File: src/rtl/assert_macros.svh
// Assertion macros shared by the queue RTL; empty bodies when SYNTH is set.
`ifndef ASSERT_MACROS_SVH
`define ASSERT_MACROS_SVH

`ifndef SYNTH

// Condition must hold on every clock edge out of reset.
`define TCPQ_CHECK(label, expr) \
  label: assert property (@(posedge clk) disable iff (!rst_n) (expr)) \
    else $error("assertion failed");

// When pre holds, post must hold on the following edge.
`define TCPQ_CHECK_NEXT(label, pre, post) \
  label: assert property (@(posedge clk) disable iff (!rst_n) (pre) |=> (post)) \
    else $error("assertion failed");

`else

`define TCPQ_CHECK(label, expr)
`define TCPQ_CHECK_NEXT(label, pre, post)

`endif

`endif

File: src/rtl/tcpq_pkg.sv
// Shared constants, codes and controller/datapath types for the queue.
package tcpq_pkg;

  localparam int DEPTH      = 16;
  localparam int OCC_W      = $clog2(DEPTH + 1);
  localparam int IDX_W      = $clog2(DEPTH);
  localparam int TAG_W      = 32;
  localparam int AGE_W      = 8;
  localparam int CMD_W      = 2;
  localparam int STAT_W     = 2;
  localparam int POS_W      = 5;
  localparam int CFG_ADDR_W = 3;
  localparam int CFG_DATA_W = 32;

  // request commands
  localparam logic [CMD_W-1:0] CMD_ENQ  = 2'd0;
  localparam logic [CMD_W-1:0] CMD_DEQ  = 2'd1;
  localparam logic [CMD_W-1:0] CMD_LIST = 2'd2;

  // result status codes
  localparam logic [STAT_W-1:0] ST_OK    = 2'd0;
  localparam logic [STAT_W-1:0] ST_FULL  = 2'd1;
  localparam logic [STAT_W-1:0] ST_EMPTY = 2'd2;

  // result kinds loaded into the output register
  localparam logic [1:0] KIND_STATUS = 2'd0;
  localparam logic [1:0] KIND_HEAD   = 2'd1;
  localparam logic [1:0] KIND_LIST   = 2'd2;

  // register index (word address bit)
  localparam logic REG_THRESHOLD = 1'b0;
  localparam logic [AGE_W-1:0] THRESHOLD_RESET = 8'd60;

  typedef struct packed {
    logic              store_enq;
    logic              store_deq;
    logic              out_load;
    logic [1:0]        out_kind;
    logic [STAT_W-1:0] out_status;
    logic              list_clr;
    logic              list_inc;
  } tcpq_cmd_t;

  typedef struct packed {
    logic full;
    logic empty;
    logic out_free;
    logic list_final;
  } tcpq_stat_t;

endpackage

File: src/rtl/tcpq_in_if.sv
// Request channel: command and new entry fields with valid/ready.
interface tcpq_in_if;
  import tcpq_pkg::*;
  logic             valid;
  logic             ready;
  logic [CMD_W-1:0] command;
  logic [TAG_W-1:0] entry_tag;
  logic [AGE_W-1:0] entry_age;

  modport source (output valid, command, entry_tag, entry_age, input ready);
  modport sink   (input valid, command, entry_tag, entry_age, output ready);
endinterface

File: src/rtl/tcpq_out_if.sv
// Result channel: status, entry fields, position and last marker.
interface tcpq_out_if;
  import tcpq_pkg::*;
  logic              valid;
  logic              ready;
  logic [STAT_W-1:0] status;
  logic [TAG_W-1:0]  out_tag;
  logic [AGE_W-1:0]  out_age;
  logic [POS_W-1:0]  position;
  logic              last;

  modport source (output valid, status, out_tag, out_age, position, last, input ready);
  modport sink   (input valid, status, out_tag, out_age, position, last, output ready);
endinterface

File: src/rtl/tcpq_cfg.sv
// APB-style register block holding the priority age threshold.
module tcpq_cfg
  import tcpq_pkg::*;
(
  input  logic                  clk,
  input  logic                  rst_n,
  input  logic                  psel,
  input  logic                  penable,
  input  logic                  pwrite,
  input  logic [CFG_ADDR_W-1:0] paddr,
  input  logic [CFG_DATA_W-1:0] pwdata,
  output logic [CFG_DATA_W-1:0] prdata,
  output logic                  pready,
  output logic [AGE_W-1:0]      threshold
);

  logic [AGE_W-1:0] thr_r, thr_nxt;
  logic             sel_thr;

  assign pready  = 1'b1;
  assign sel_thr = (paddr[2] == REG_THRESHOLD);

  // write on the access phase
  always_comb begin
    thr_nxt = thr_r;
    if (psel && penable && pwrite && sel_thr) begin
      thr_nxt = pwdata[AGE_W-1:0];
    end
  end

  always_ff @(posedge clk) begin
    if (!rst_n) begin
      thr_r <= THRESHOLD_RESET;
    end else begin
      thr_r <= thr_nxt;
    end
  end

  // readback
  assign prdata    = sel_thr ? CFG_DATA_W'(thr_r) : '0;
  assign threshold = thr_r;

endmodule

File: src/rtl/tcpq_ctrl.sv
// Controller FSM: decodes requests and sequences list streaming.
module tcpq_ctrl
  import tcpq_pkg::*;
(
  input  logic             clk,
  input  logic             rst_n,
  input  logic             in_valid,
  input  logic [CMD_W-1:0] in_command,
  output logic             in_ready,
  input  tcpq_stat_t       stat,
  output tcpq_cmd_t        cmd
);

  localparam logic S_IDLE = 1'b0;
  localparam logic S_LIST = 1'b1;

  logic state_r, state_nxt;

  always_comb begin
    state_nxt      = state_r;
    in_ready       = 1'b0;
    cmd            = '0;
    cmd.out_kind   = KIND_STATUS;
    cmd.out_status = ST_OK;
    unique case (state_r)
      S_IDLE: begin
        in_ready = stat.out_free;
        if (in_valid && stat.out_free) begin
          unique case (in_command)
            CMD_ENQ: begin
              cmd.out_load   = 1'b1;
              cmd.out_status = stat.full ? ST_FULL : ST_OK;
              cmd.store_enq  = !stat.full;
            end
            CMD_DEQ: begin
              cmd.out_load = 1'b1;
              if (stat.empty) begin
                cmd.out_status = ST_EMPTY;
              end else begin
                cmd.out_kind  = KIND_HEAD;
                cmd.store_deq = 1'b1;
              end
            end
            CMD_LIST: begin
              if (stat.empty) begin
                cmd.out_load   = 1'b1;
                cmd.out_status = ST_EMPTY;
              end else begin
                cmd.list_clr = 1'b1;
                state_nxt    = S_LIST;
              end
            end
            default: begin
              // unused command: dropped
            end
          endcase
        end
      end
      S_LIST: begin
        // one entry per cycle while the output register is free
        if (stat.out_free) begin
          cmd.out_load = 1'b1;
          cmd.out_kind = KIND_LIST;
          cmd.list_inc = 1'b1;
          if (stat.list_final) begin
            state_nxt = S_IDLE;
          end
        end
      end
      default: state_nxt = S_IDLE;
    endcase
  end

  always_ff @(posedge clk) begin
    if (!rst_n) begin
      state_r <= S_IDLE;
    end else begin
      state_r <= state_nxt;
    end
  end

endmodule

File: src/rtl/tcpq_datapath.sv
// Datapath: shifting entry row, occupancy counters, list index, output register.
module tcpq_datapath
  import tcpq_pkg::*;
(
  input  logic              clk,
  input  logic              rst_n,
  input  logic [TAG_W-1:0]  in_tag,
  input  logic [AGE_W-1:0]  in_age,
  input  logic [AGE_W-1:0]  threshold,
  input  tcpq_cmd_t         cmd,
  output tcpq_stat_t        stat,
  input  logic              out_ready,
  output logic              out_valid,
  output logic [STAT_W-1:0] out_status,
  output logic [TAG_W-1:0]  out_tag,
  output logic [AGE_W-1:0]  out_age,
  output logic [POS_W-1:0]  out_position,
  output logic              out_last
);

  logic [TAG_W-1:0]  tag_r [DEPTH];
  logic [AGE_W-1:0]  age_r [DEPTH];
  logic [TAG_W-1:0]  tag_nxt [DEPTH];
  logic [AGE_W-1:0]  age_nxt [DEPTH];
  logic [OCC_W-1:0]  occ_r, occ_nxt;
  logic [OCC_W-1:0]  pocc_r, pocc_nxt;
  logic [IDX_W-1:0]  lidx_r, lidx_nxt;
  logic              ov_r, ov_nxt;
  logic [STAT_W-1:0] ost_r, ost_nxt;
  logic [TAG_W-1:0]  otag_r, otag_nxt;
  logic [AGE_W-1:0]  oage_r, oage_nxt;
  logic [POS_W-1:0]  opos_r, opos_nxt;
  logic              olast_r, olast_nxt;
  logic              is_prio;
  logic [OCC_W-1:0]  ins;

  // status to the controller
  assign stat.full       = (occ_r == OCC_W'(DEPTH));
  assign stat.empty      = (occ_r == '0);
  assign stat.out_free   = !ov_r || out_ready;
  assign stat.list_final = ((OCC_W'(lidx_r) + OCC_W'(1)) == occ_r);

  // insert point: after the priority run, or at the tail
  assign is_prio = (in_age >= threshold);
  always_comb begin
    ins = occ_r;
    if (is_prio) begin
      ins = (pocc_r > occ_r) ? occ_r : pocc_r;
    end
  end

  // entry row: shift toward tail on enqueue, toward head on dequeue
  always_comb begin
    for (int i = 0; i < DEPTH; i++) begin
      tag_nxt[i] = tag_r[i];
      age_nxt[i] = age_r[i];
      if (cmd.store_enq) begin
        if (OCC_W'(i) == ins) begin
          tag_nxt[i] = in_tag;
          age_nxt[i] = in_age;
        end else if (i > 0 && OCC_W'(i) > ins) begin
          tag_nxt[i] = tag_r[(i > 0) ? i - 1 : 0];
          age_nxt[i] = age_r[(i > 0) ? i - 1 : 0];
        end
      end else if (cmd.store_deq && i < DEPTH - 1) begin
        tag_nxt[i] = tag_r[(i < DEPTH - 1) ? i + 1 : i];
        age_nxt[i] = age_r[(i < DEPTH - 1) ? i + 1 : i];
      end
    end
  end

  // counters
  always_comb begin
    occ_nxt  = occ_r;
    pocc_nxt = pocc_r;
    lidx_nxt = lidx_r;
    if (cmd.store_enq) begin
      occ_nxt = occ_r + OCC_W'(1);
      if (is_prio) begin
        pocc_nxt = ins + OCC_W'(1);
      end
    end else if (cmd.store_deq) begin
      occ_nxt = occ_r - OCC_W'(1);
      if (pocc_r != '0) begin
        pocc_nxt = pocc_r - OCC_W'(1);
      end
    end
    if (cmd.list_clr) begin
      lidx_nxt = '0;
    end else if (cmd.list_inc) begin
      lidx_nxt = lidx_r + IDX_W'(1);
    end
  end

  // output register
  always_comb begin
    ov_nxt    = ov_r && !out_ready;
    ost_nxt   = ost_r;
    otag_nxt  = otag_r;
    oage_nxt  = oage_r;
    opos_nxt  = opos_r;
    olast_nxt = olast_r;
    if (cmd.out_load) begin
      ov_nxt    = 1'b1;
      ost_nxt   = cmd.out_status;
      otag_nxt  = '0;
      oage_nxt  = '0;
      opos_nxt  = '0;
      olast_nxt = 1'b1;
      unique case (cmd.out_kind)
        KIND_HEAD: begin
          otag_nxt = tag_r[0];
          oage_nxt = age_r[0];
        end
        KIND_LIST: begin
          otag_nxt  = tag_r[lidx_r];
          oage_nxt  = age_r[lidx_r];
          opos_nxt  = POS_W'(lidx_r) + POS_W'(1);
          olast_nxt = stat.list_final;
        end
        default: begin
          // status-only result
        end
      endcase
    end
  end

  always_ff @(posedge clk) begin
    if (!rst_n) begin
      occ_r  <= '0;
      pocc_r <= '0;
      lidx_r <= '0;
      ov_r   <= 1'b0;
    end else begin
      occ_r  <= occ_nxt;
      pocc_r <= pocc_nxt;
      lidx_r <= lidx_nxt;
      ov_r   <= ov_nxt;
    end
  end

  always_ff @(posedge clk) begin
    tag_r   <= tag_nxt;
    age_r   <= age_nxt;
    ost_r   <= ost_nxt;
    otag_r  <= otag_nxt;
    oage_r  <= oage_nxt;
    opos_r  <= opos_nxt;
    olast_r <= olast_nxt;
  end

  assign out_valid    = ov_r;
  assign out_status   = ost_r;
  assign out_tag      = otag_r;
  assign out_age      = oage_r;
  assign out_position = opos_r;
  assign out_last     = olast_r;

endmodule

File: src/rtl/two_class_priority_queue_core.sv
// Enqueue and dequeue requests: taken while the output register is free, result registered.
// List: one result per queued entry, one per cycle while the output register is free;
// the block is busy meanwhile. Other requests are taken as the previous result leaves.
// Throughput is set by the single output register and the list index counter.
// Synchronous active-low reset empties the queue, clears the output valid flag,
// and sets the threshold to 60; entry storage is not cleared.
`include "assert_macros.svh"

module two_class_priority_queue_core
  import tcpq_pkg::*;
(
  input  logic                  clk,
  input  logic                  rst_n,
  tcpq_in_if.sink               in_ch,
  tcpq_out_if.source            out_ch,
  input  logic                  cfg_psel,
  input  logic                  cfg_penable,
  input  logic                  cfg_pwrite,
  input  logic [CFG_ADDR_W-1:0] cfg_paddr,
  input  logic [CFG_DATA_W-1:0] cfg_pwdata,
  output logic [CFG_DATA_W-1:0] cfg_prdata,
  output logic                  cfg_pready
);

  tcpq_cmd_t        cmd;
  tcpq_stat_t       stat;
  logic [AGE_W-1:0] threshold;
  logic             list_start;

  // configuration register
  tcpq_cfg u_cfg (
    .clk       (clk),
    .rst_n     (rst_n),
    .psel      (cfg_psel),
    .penable   (cfg_penable),
    .pwrite    (cfg_pwrite),
    .paddr     (cfg_paddr),
    .pwdata    (cfg_pwdata),
    .prdata    (cfg_prdata),
    .pready    (cfg_pready),
    .threshold (threshold)
  );

  // controller
  tcpq_ctrl u_ctrl (
    .clk        (clk),
    .rst_n      (rst_n),
    .in_valid   (in_ch.valid),
    .in_command (in_ch.command),
    .in_ready   (in_ch.ready),
    .stat       (stat),
    .cmd        (cmd)
  );

  // datapath
  tcpq_datapath u_dp (
    .clk          (clk),
    .rst_n        (rst_n),
    .in_tag       (in_ch.entry_tag),
    .in_age       (in_ch.entry_age),
    .threshold    (threshold),
    .cmd          (cmd),
    .stat         (stat),
    .out_ready    (out_ch.ready),
    .out_valid    (out_ch.valid),
    .out_status   (out_ch.status),
    .out_tag      (out_ch.out_tag),
    .out_age      (out_ch.out_age),
    .out_position (out_ch.position),
    .out_last     (out_ch.last)
  );

  // list request taken on a non-empty queue
  assign list_start = in_ch.valid && in_ch.ready && (in_ch.command == CMD_LIST) && !stat.empty;

  // checks
  `TCPQ_CHECK(a_no_store_full, !cmd.store_enq || !stat.full)
  `TCPQ_CHECK(a_no_remove_empty, !cmd.store_deq || !stat.empty)
  `TCPQ_CHECK(a_no_result_overwrite, !cmd.out_load || stat.out_free)
  `TCPQ_CHECK_NEXT(a_list_blocks_requests, list_start, !in_ch.ready)

endmodule

File: src/flat_wrapper.sv
// flat-port wrapper written by rule: the top's interface ports become plain ports
module two_class_priority_queue_core_flat import tcpq_pkg::*;
  (clk, rst_n, cfg_psel, cfg_penable, cfg_pwrite, cfg_paddr, cfg_pwdata, cfg_prdata, cfg_pready, in_ch_valid, in_ch_command, in_ch_entry_tag, in_ch_entry_age, in_ch_ready, out_ch_valid, out_ch_status, out_ch_out_tag, out_ch_out_age, out_ch_position, out_ch_last, out_ch_ready);
  tcpq_in_if in_ch_i ();
  tcpq_out_if out_ch_i ();
  input  logic clk;
  input  logic rst_n;
  input  logic cfg_psel;
  input  logic cfg_penable;
  input  logic cfg_pwrite;
  input  logic [CFG_ADDR_W-1:0] cfg_paddr;
  input  logic [CFG_DATA_W-1:0] cfg_pwdata;
  output logic [CFG_DATA_W-1:0] cfg_prdata;
  output logic cfg_pready;
  input wire logic [$bits(in_ch_i.valid)-1:0] in_ch_valid;
  input wire logic [$bits(in_ch_i.command)-1:0] in_ch_command;
  input wire logic [$bits(in_ch_i.entry_tag)-1:0] in_ch_entry_tag;
  input wire logic [$bits(in_ch_i.entry_age)-1:0] in_ch_entry_age;
  output wire logic [$bits(in_ch_i.ready)-1:0] in_ch_ready;
  output wire logic [$bits(out_ch_i.valid)-1:0] out_ch_valid;
  output wire logic [$bits(out_ch_i.status)-1:0] out_ch_status;
  output wire logic [$bits(out_ch_i.out_tag)-1:0] out_ch_out_tag;
  output wire logic [$bits(out_ch_i.out_age)-1:0] out_ch_out_age;
  output wire logic [$bits(out_ch_i.position)-1:0] out_ch_position;
  output wire logic [$bits(out_ch_i.last)-1:0] out_ch_last;
  input wire logic [$bits(out_ch_i.ready)-1:0] out_ch_ready;
  assign in_ch_i.valid = in_ch_valid;
  assign in_ch_i.command = in_ch_command;
  assign in_ch_i.entry_tag = in_ch_entry_tag;
  assign in_ch_i.entry_age = in_ch_entry_age;
  assign in_ch_ready = in_ch_i.ready;
  assign out_ch_valid = out_ch_i.valid;
  assign out_ch_status = out_ch_i.status;
  assign out_ch_out_tag = out_ch_i.out_tag;
  assign out_ch_out_age = out_ch_i.out_age;
  assign out_ch_position = out_ch_i.position;
  assign out_ch_last = out_ch_i.last;
  assign out_ch_i.ready = out_ch_ready;
  two_class_priority_queue_core u_core (.clk(clk), .rst_n(rst_n), .in_ch(in_ch_i), .out_ch(out_ch_i), .cfg_psel(cfg_psel), .cfg_penable(cfg_penable), .cfg_pwrite(cfg_pwrite), .cfg_paddr(cfg_paddr), .cfg_pwdata(cfg_pwdata), .cfg_prdata(cfg_prdata), .cfg_pready(cfg_pready));
endmodule
File: config.mk
export PLATFORM = sky130hd
export DESIGN_NAME = two_class_priority_queue_core_flat
export DESIGN_NICKNAME = d
export VERILOG_FILES = /design/src/rtl/tcpq_pkg.sv /design/src/rtl/tcpq_in_if.sv /design/src/rtl/tcpq_out_if.sv /design/src/rtl/tcpq_cfg.sv /design/src/rtl/tcpq_ctrl.sv /design/src/rtl/tcpq_datapath.sv /design/src/rtl/two_class_priority_queue_core.sv /design/src/flat_wrapper.sv
export VERILOG_INCLUDE_DIRS = /design/src /design/src/rtl
export SDC_FILE = /design/constraint.sdc
export NUM_CORES = 2
export LEC_CHECK = 0
export ABC_AREA = 1
export BUFFER_PORTS_ARGS = -buffer_cell sky130_fd_sc_hd__buf_2
export CORE_MARGIN = 5
export CORE_UTILIZATION = 57
export CTS_CLUSTER_SIZE = 14
export DETAILED_ROUTE_END_ITERATION = 12
export PLACE_DENSITY = 0.77
export SYNTH_ARGS = -nofsm -noshare
export SYNTH_HDL_FRONTEND = slang
export SYNTH_SLANG_ARGS = --single-unit
File: constraint.sdc
create_clock -name clk -period 5.3 [get_ports clk]
set_input_delay 0 -clock clk [delete_from_list [all_inputs] [get_ports clk]]
set_output_delay 0 -clock clk [all_outputs]
set_load 0.005 [all_outputs]
[Word level (Yosys, flattened, before mapping)]
Cells that the tools add are included.
Operators by class
  bitwise logic cells: 5
  add/subtract/negate cells: 6
  multiplexer cells: 163
  $lt $le $gt $ge: 18
  reduce and logical (&&, ||, !) cells: 37
  equal/unequal tests: 37
Operators by type and width (count)
  32-bit two-way mux: 63
  8-bit two-way mux: 65
  32-bit binary-select mux with 4-bit select: 1
  32-bit one-hot mux with 2 select lines: 1
  3-bit != test (second input constant): 14
  4-bit by 5-bit == test with 1-bit output (first input constant): 8
  4-bit by 5-bit > comparator with 1-bit output (first input constant): 8
  5-bit two-way mux: 8
  8-bit binary-select mux with 4-bit select: 1
  2-bit AND reduction: 16
  3-bit by 5-bit == test with 1-bit output (first input constant): 4
  3-bit by 5-bit > comparator with 1-bit output (first input constant): 4
  8-bit one-hot mux with 2 select lines: 1
  1-bit two-way mux: 15
  5-bit by 1-bit adder with 5-bit output (second input constant): 2
  2-bit by 5-bit == test with 1-bit output (first input constant): 2
  2-bit by 5-bit > comparator with 1-bit output (first input constant): 2
  5-bit logical NOT: 2
  5-bit by 1-bit subtractor with 5-bit output (second input constant): 2
  8-bit >= comparator: 1
  2-bit OR reduction: 4
  2-bit two-way mux: 3
  3-bit one-hot mux with 2 select lines: 1
  2-bit nonzero test: 3
  22 further kinds: 35
Storage, ports and cells
  bits in registers: 712
  output and inout bits: 83

[Logic depth before layout (Yosys ltp)]
  depth in word-level cells: 7
  mapped depth: 23
  depth with buffers taken out: 20

[Modules after synthesis]
A second synthesis with hierarchy kept.
Unflattened totals
  cell total of the unflattened synthesis: 5936
  area, all modules: 44174.9 um^2
By module, submodules not included
  tcpq_datapath: area each 43314.0 um^2, seq. area each 20960.1 um^2, times used 1, cells an instance 5807
  tcpq_cfg: area each 645.6 um^2, seq. area each 160.2 um^2, times used 1, cells an instance 93
  tcpq_ctrl: area each 215.2 um^2, seq. area each 20.0 um^2, times used 1, cells an instance 36

[Least setup slack after synthesis]
No wires, ideal clock.
  path type: reg2reg
  from: register u_core.u_dp.occ_r[4]
  to: register u_core.u_dp.age_r[120] (netlist bit), enable pin
  path buffers: 2
  clock period less this slack: 5.303 ns
  cell stages (with the launch flop): 16
  data required time: 4.807 ns
  path slack: -0.003 ns
  arrival time: 4.810 ns
  cell sequence: dfxtp_1 buf_2 inv_1 ha_1 nand2_1 nor2_1 nand2_1 nand3_2 nand2_4 nand2_4 nand2_1 nand2_2 ha_1 clkbuf_1 inv_1 o21ai_0
On the way
  cells in the longest elaborated chain, start to end: 7
  elaborated cells on any way between the ends: 15
  those cells by class: order compare: 1; eq/ne: 2; mux: 7; reduce/logical: 5
RTL lines
  from (decl): RTL line tcpq_datapath.sv:25  | logic [OCC_W-1:0] occ_r, occ_nxt;
  from (signal assigned): RTL line tcpq_datapath.sv:135  | occ_r <= occ_nxt;
  branches (longest 6 deep; another with 5-bit > comparator)
  2-bit AND reduction (no line) (*)
  to (signal assigned): RTL line tcpq_datapath.sv:144  | age_r <= age_nxt;
  to (decl): RTL line tcpq_datapath.sv:22  | logic [AGE_W-1:0] age_r [DEPTH];
Every way passes the cells marked *.
A chain may end at the register's enable or synchronous reset.

[Worst setup path in the final report]
  from: register u_core.u_dp.occ_r[4]
  to: register u_core.u_dp.tag_r[241] (netlist bit), enable pin
On the way
  cells in the longest elaborated chain, start to end: 7
  elaborated cells on any way between the ends: 16
  those cells by class: order compare: 2; eq/ne: 3; mux: 7; reduce/logical: 4
RTL lines
  branches (longest 6 deep; another with 5-bit > comparator)
  2-bit AND reduction (no line) (*)
  to (signal assigned): RTL line tcpq_datapath.sv:143  | tag_r <= tag_nxt;
  to (decl): RTL line tcpq_datapath.sv:21  | logic [TAG_W-1:0] tag_r [DEPTH];
Marks and branches as above.

==> flow_summary.ini <==
[outcome]
outcome = finished clean

[sta]
period_share = 0.8084
worst_slack_ps = 1016
layout_min_cycle_time_ps = 4284
fin_worst_skew_ps = 27.80
worst_pin_slew_ps = 1235
hold_slack_ps = 89.10
setup_viol = 0
slew_headroom = 0.1766
finalMaxSlewViolations = 0
max_freq_mhz = 233.4
rsz0062_at_grt = false
tns_ps = 0
finalHoldViolations = 0

[placed_design]
dp_cells = 6755
post_dp_cell_area_mm2 = 0.04561
dp.final_hpwl_um = 88630
finalWeightedCongestion = 0.8945
portBuffers = 115
pre_cts_ws_ps = 1158

[synthesis]
synth_xor_area_frac = 0.001762
synth_top_family_by_area = simple AND/OR/NAND/NOR gates
syn_inst = 5999
synth-adder-area-share = 0.008558
ys_types = 38
synthSimpleGateAreaFrac = 0.2724
seq_area_frac_synth = 0.4726
synth_ff_type = edfxtp_1
syn_area_per_cell_um2 = 7.457
synth_mux_area_frac = 0
netlist_area_mm2 = 0.04474
yosysWarnings = 0
synth_compound_area_frac = 0.1366
ys_ff_latch = 712
ys_async_sr_fraction = 0
synth_edf_count = 688

[clocking]
h-tree-depth = 3
cts_sinks = 712
clock_latency_ps = 660
cts_made_buffers = 80
clkTransAtPathRegs_ps = 60
cts_resized = 0
cts.path.max_buffers = 3
cts_root_buffer = clkbuf_16
cts_tree = done

[die]
die_h_um = 290.2
die-area_mm2 = 0.08419
initial_core_util = 0.5765
core_area_mm2 = 0.07759
die-width_um = 290.2
rows = 102
io_pins = 167

[route]
drcViolationCount = 0
postRouteAntennaNets = 0
drt_iter0_markers = 8412
avgRoutedWirePerCell_um = 23.36
via_count = 44240
firstDrtPassIters = 8
routed_wl_um = 162700
via_per_inst = 6.350

[global_routing]
antenna_found_initial = 9
grt_pass1_vias = 40460
grt_max_degree = 215
grt_usage = 0.3639
grt_first_pass_wirelength_um = 242100
gr-total-overflow = 0

[finish]
drive_gt1_frac = 0.06702
stdcell_count = 6966
syn_to_final_growth_pct = 9.280
finish.utilization = 0.6300
fin_nets = 5979
design_area_mm2 = 0.04889

[setup_path]
crit_path_max_fanout = 42
crit_required_ps = 5630
endpoint_kind = flip-flop
crit_arrival_ps = 4610
critPathLaunchType = flip-flop
critPathKind = reg2reg

[pwr]
p_leak_nw = 21.10
powerDensity_mw_per_mm2 = 347.0
ir_worst_vdd_uv = 283.9
finalPower_mw = 16.96

[job]
drv_cap = 0

[worst_hold_path]
hold_class = in2reg
## power by group
| group | switching [mW] | leakage (nW) | internal (mW) |
|---|---|---|---|
| Combinational | 3.15 | 13.3 | 0.958 |
| Sequential | 0.274 | 6.56 | 6.88 |
| Clock | 2.41 | 1.27 | 3.30 |
## synth_stat cells, types with 2 or more instances
cell | n | share of area
buf_6 | 10 | 0.0025
dfxtp_1 | 24 | 0.011
nand2_4 | 4 | 0.0010
o2111ai_1 | 2 | 0.00039
clkinv_1 | 3 | 0.00025
buf_1 | 43 | 0.0036
nor2_1 | 91 | 0.0076
a21oi_1 | 351 | 0.039
edfxtp_1 | 688 | 0.46
conb_1 | 2 | 0.00017
buf_4 | 45 | 0.0076
ha_1 | 29 | 0.0081
clkbuf_1 | 304 | 0.026
nor2_4 | 5 | 0.0013
xnor2_1 | 4 | 0.00078
nor2_2 | 4 | 0.00056
nand4_1 | 82 | 0.011
nand3_2 | 2 | 0.00045
buf_2 | 117 | 0.013
nand2_1 | 1884 | 0.16
nand3_1 | 798 | 0.089
nor3_1 | 2 | 0.00022
a31oi_1 | 81 | 0.011
inv_1 | 656 | 0.055
o21ai_1 | 204 | 0.023
inv_2 | 4 | 0.00034
xor2_1 | 5 | 0.00098
o21ai_0 | 489 | 0.055
o211ai_1 | 45 | 0.0076
nand2_2 | 13 | 0.0018
## cell families after synthesis
group / after synthesis
other: 2
and+or+nand+nor: 2889
adders and majority gates: 30
AOI/OAI and AO/OA: 1175
DFF: 712
buffers and inverters: 1182
xor gates and xnor gates: 9
## routing by layer
| layer | GRT usage | share of wire | vias to the layer above |
|---|---|---|---|
| li1 | - | - | 19680 |
| met1 | 0.4769 | 0.35 | 19820 |
| met2 | 0.5592 | 0.43 | 3945 |
| met3 | 0.1048 | 0.16 | 783 |
| met4 | 0.1755 | 0.058 | 10 |
| met5 | 0 | 0.00049 | - |
## sequential cells by signal (all words and copies together), names as in the netlist
name and count:
u_core.u_dp.tag_r 512, u_core.u_dp.age_r 128, u_core.u_dp.out_tag 32, u_core.u_cfg.threshold 8
u_core.u_dp.out_age 8, u_core.u_dp.occ_r 5, u_core.u_dp.out_position 5, u_core.u_dp.pocc_r 5
u_core.u_dp.lidx_r 4, u_core.u_dp.out_status 2, u_core.u_ctrl.state_r 1, u_core.u_dp.out_last 1
u_core.u_dp.out_valid 1
## placed cells by master (no fill, tap or decap), types with 7 or more instances in the layout
cell / count
o21ai_0: 487
dfxtp_1: 20
clkbuf_16: 86
a21oi_1: 350
dlygate4sd3_1: 68
nor2_4: 15
nand2_2: 24
nand2_1: 1870
ha_1: 25
clkinv_2: 12
bufinv_16: 7
nand2_4: 7
edfxtp_1: 688
conb_1: 25
buf_4: 75
inv_1: 653
nor2_1: 83
a31oi_1: 80
clkbuf_1: 16
clkinv_1: 19
nand4_1: 82
o211ai_1: 45
buf_12: 22
buf_2: 115
nand3_1: 794
o21ai_1: 203
## path summary, 6_finish.rpt
path                            depth (start not counted)  slack (ps)                              startpoint                                      to
worst min-delay path                                    4          90                                cfg_psel  u_core.u_cfg.threshold[7]$_SDFFE_PN0P_
worst max-delay path                                   17        1020       u_core.u_dp.occ_r[4]$_SDFFE_PN0P_        u_core.u_dp.tag_r[241]$_DFFE_PP_
worst max register to register                         17        1020       u_core.u_dp.occ_r[4]$_SDFFE_PN0P_        u_core.u_dp.tag_r[241]$_DFFE_PP_
worst min register to register                          2         500  u_core.u_cfg.threshold[7]$_SDFFE_PN0P_  u_core.u_cfg.threshold[7]$_SDFFE_PN0P_
## timing repair
| item | 4_1_cts | 5_1_grt |
|---|---|---|
| setup buffers | 0 | 0 |
| hold buffers | 68 | 0 |
| endpoints found under the hold margin | 90 | 0 |
| endpoints found under the setup margin | 0 | 0 |
## critical path, cell delays in order (launching register included)
cell and delay, ps:
dfxtp_1 540, inv_1 120, ha_1 320, nand2_1 70
nor2_1 140, nand2_1 100, nand3_2 100, nand2_4 100
nand2_4 120, nand2_1 70, nand2_2 210, ha_2 230
buf_4 640, nand2_2 110, nand3_1 100, nand2_1 60
inv_2 560, buf_12 320
## cell type report
cell class / count / area, um^2
Clock buffer: 104 / 2240
Inverter: 663 / 2504
Sequential cell: 712 / 21150
Fill cell: 6631 / 28710
Tap cell: 1040 / 1301
Clock inverter: 37 / 347.8
Antenna cell: 2 / 5.005
Multi-Input combinational cell: 4128 / 19080
Timing Repair Buffer: 280 / 2260
Power figures use the tool's default switching activity.
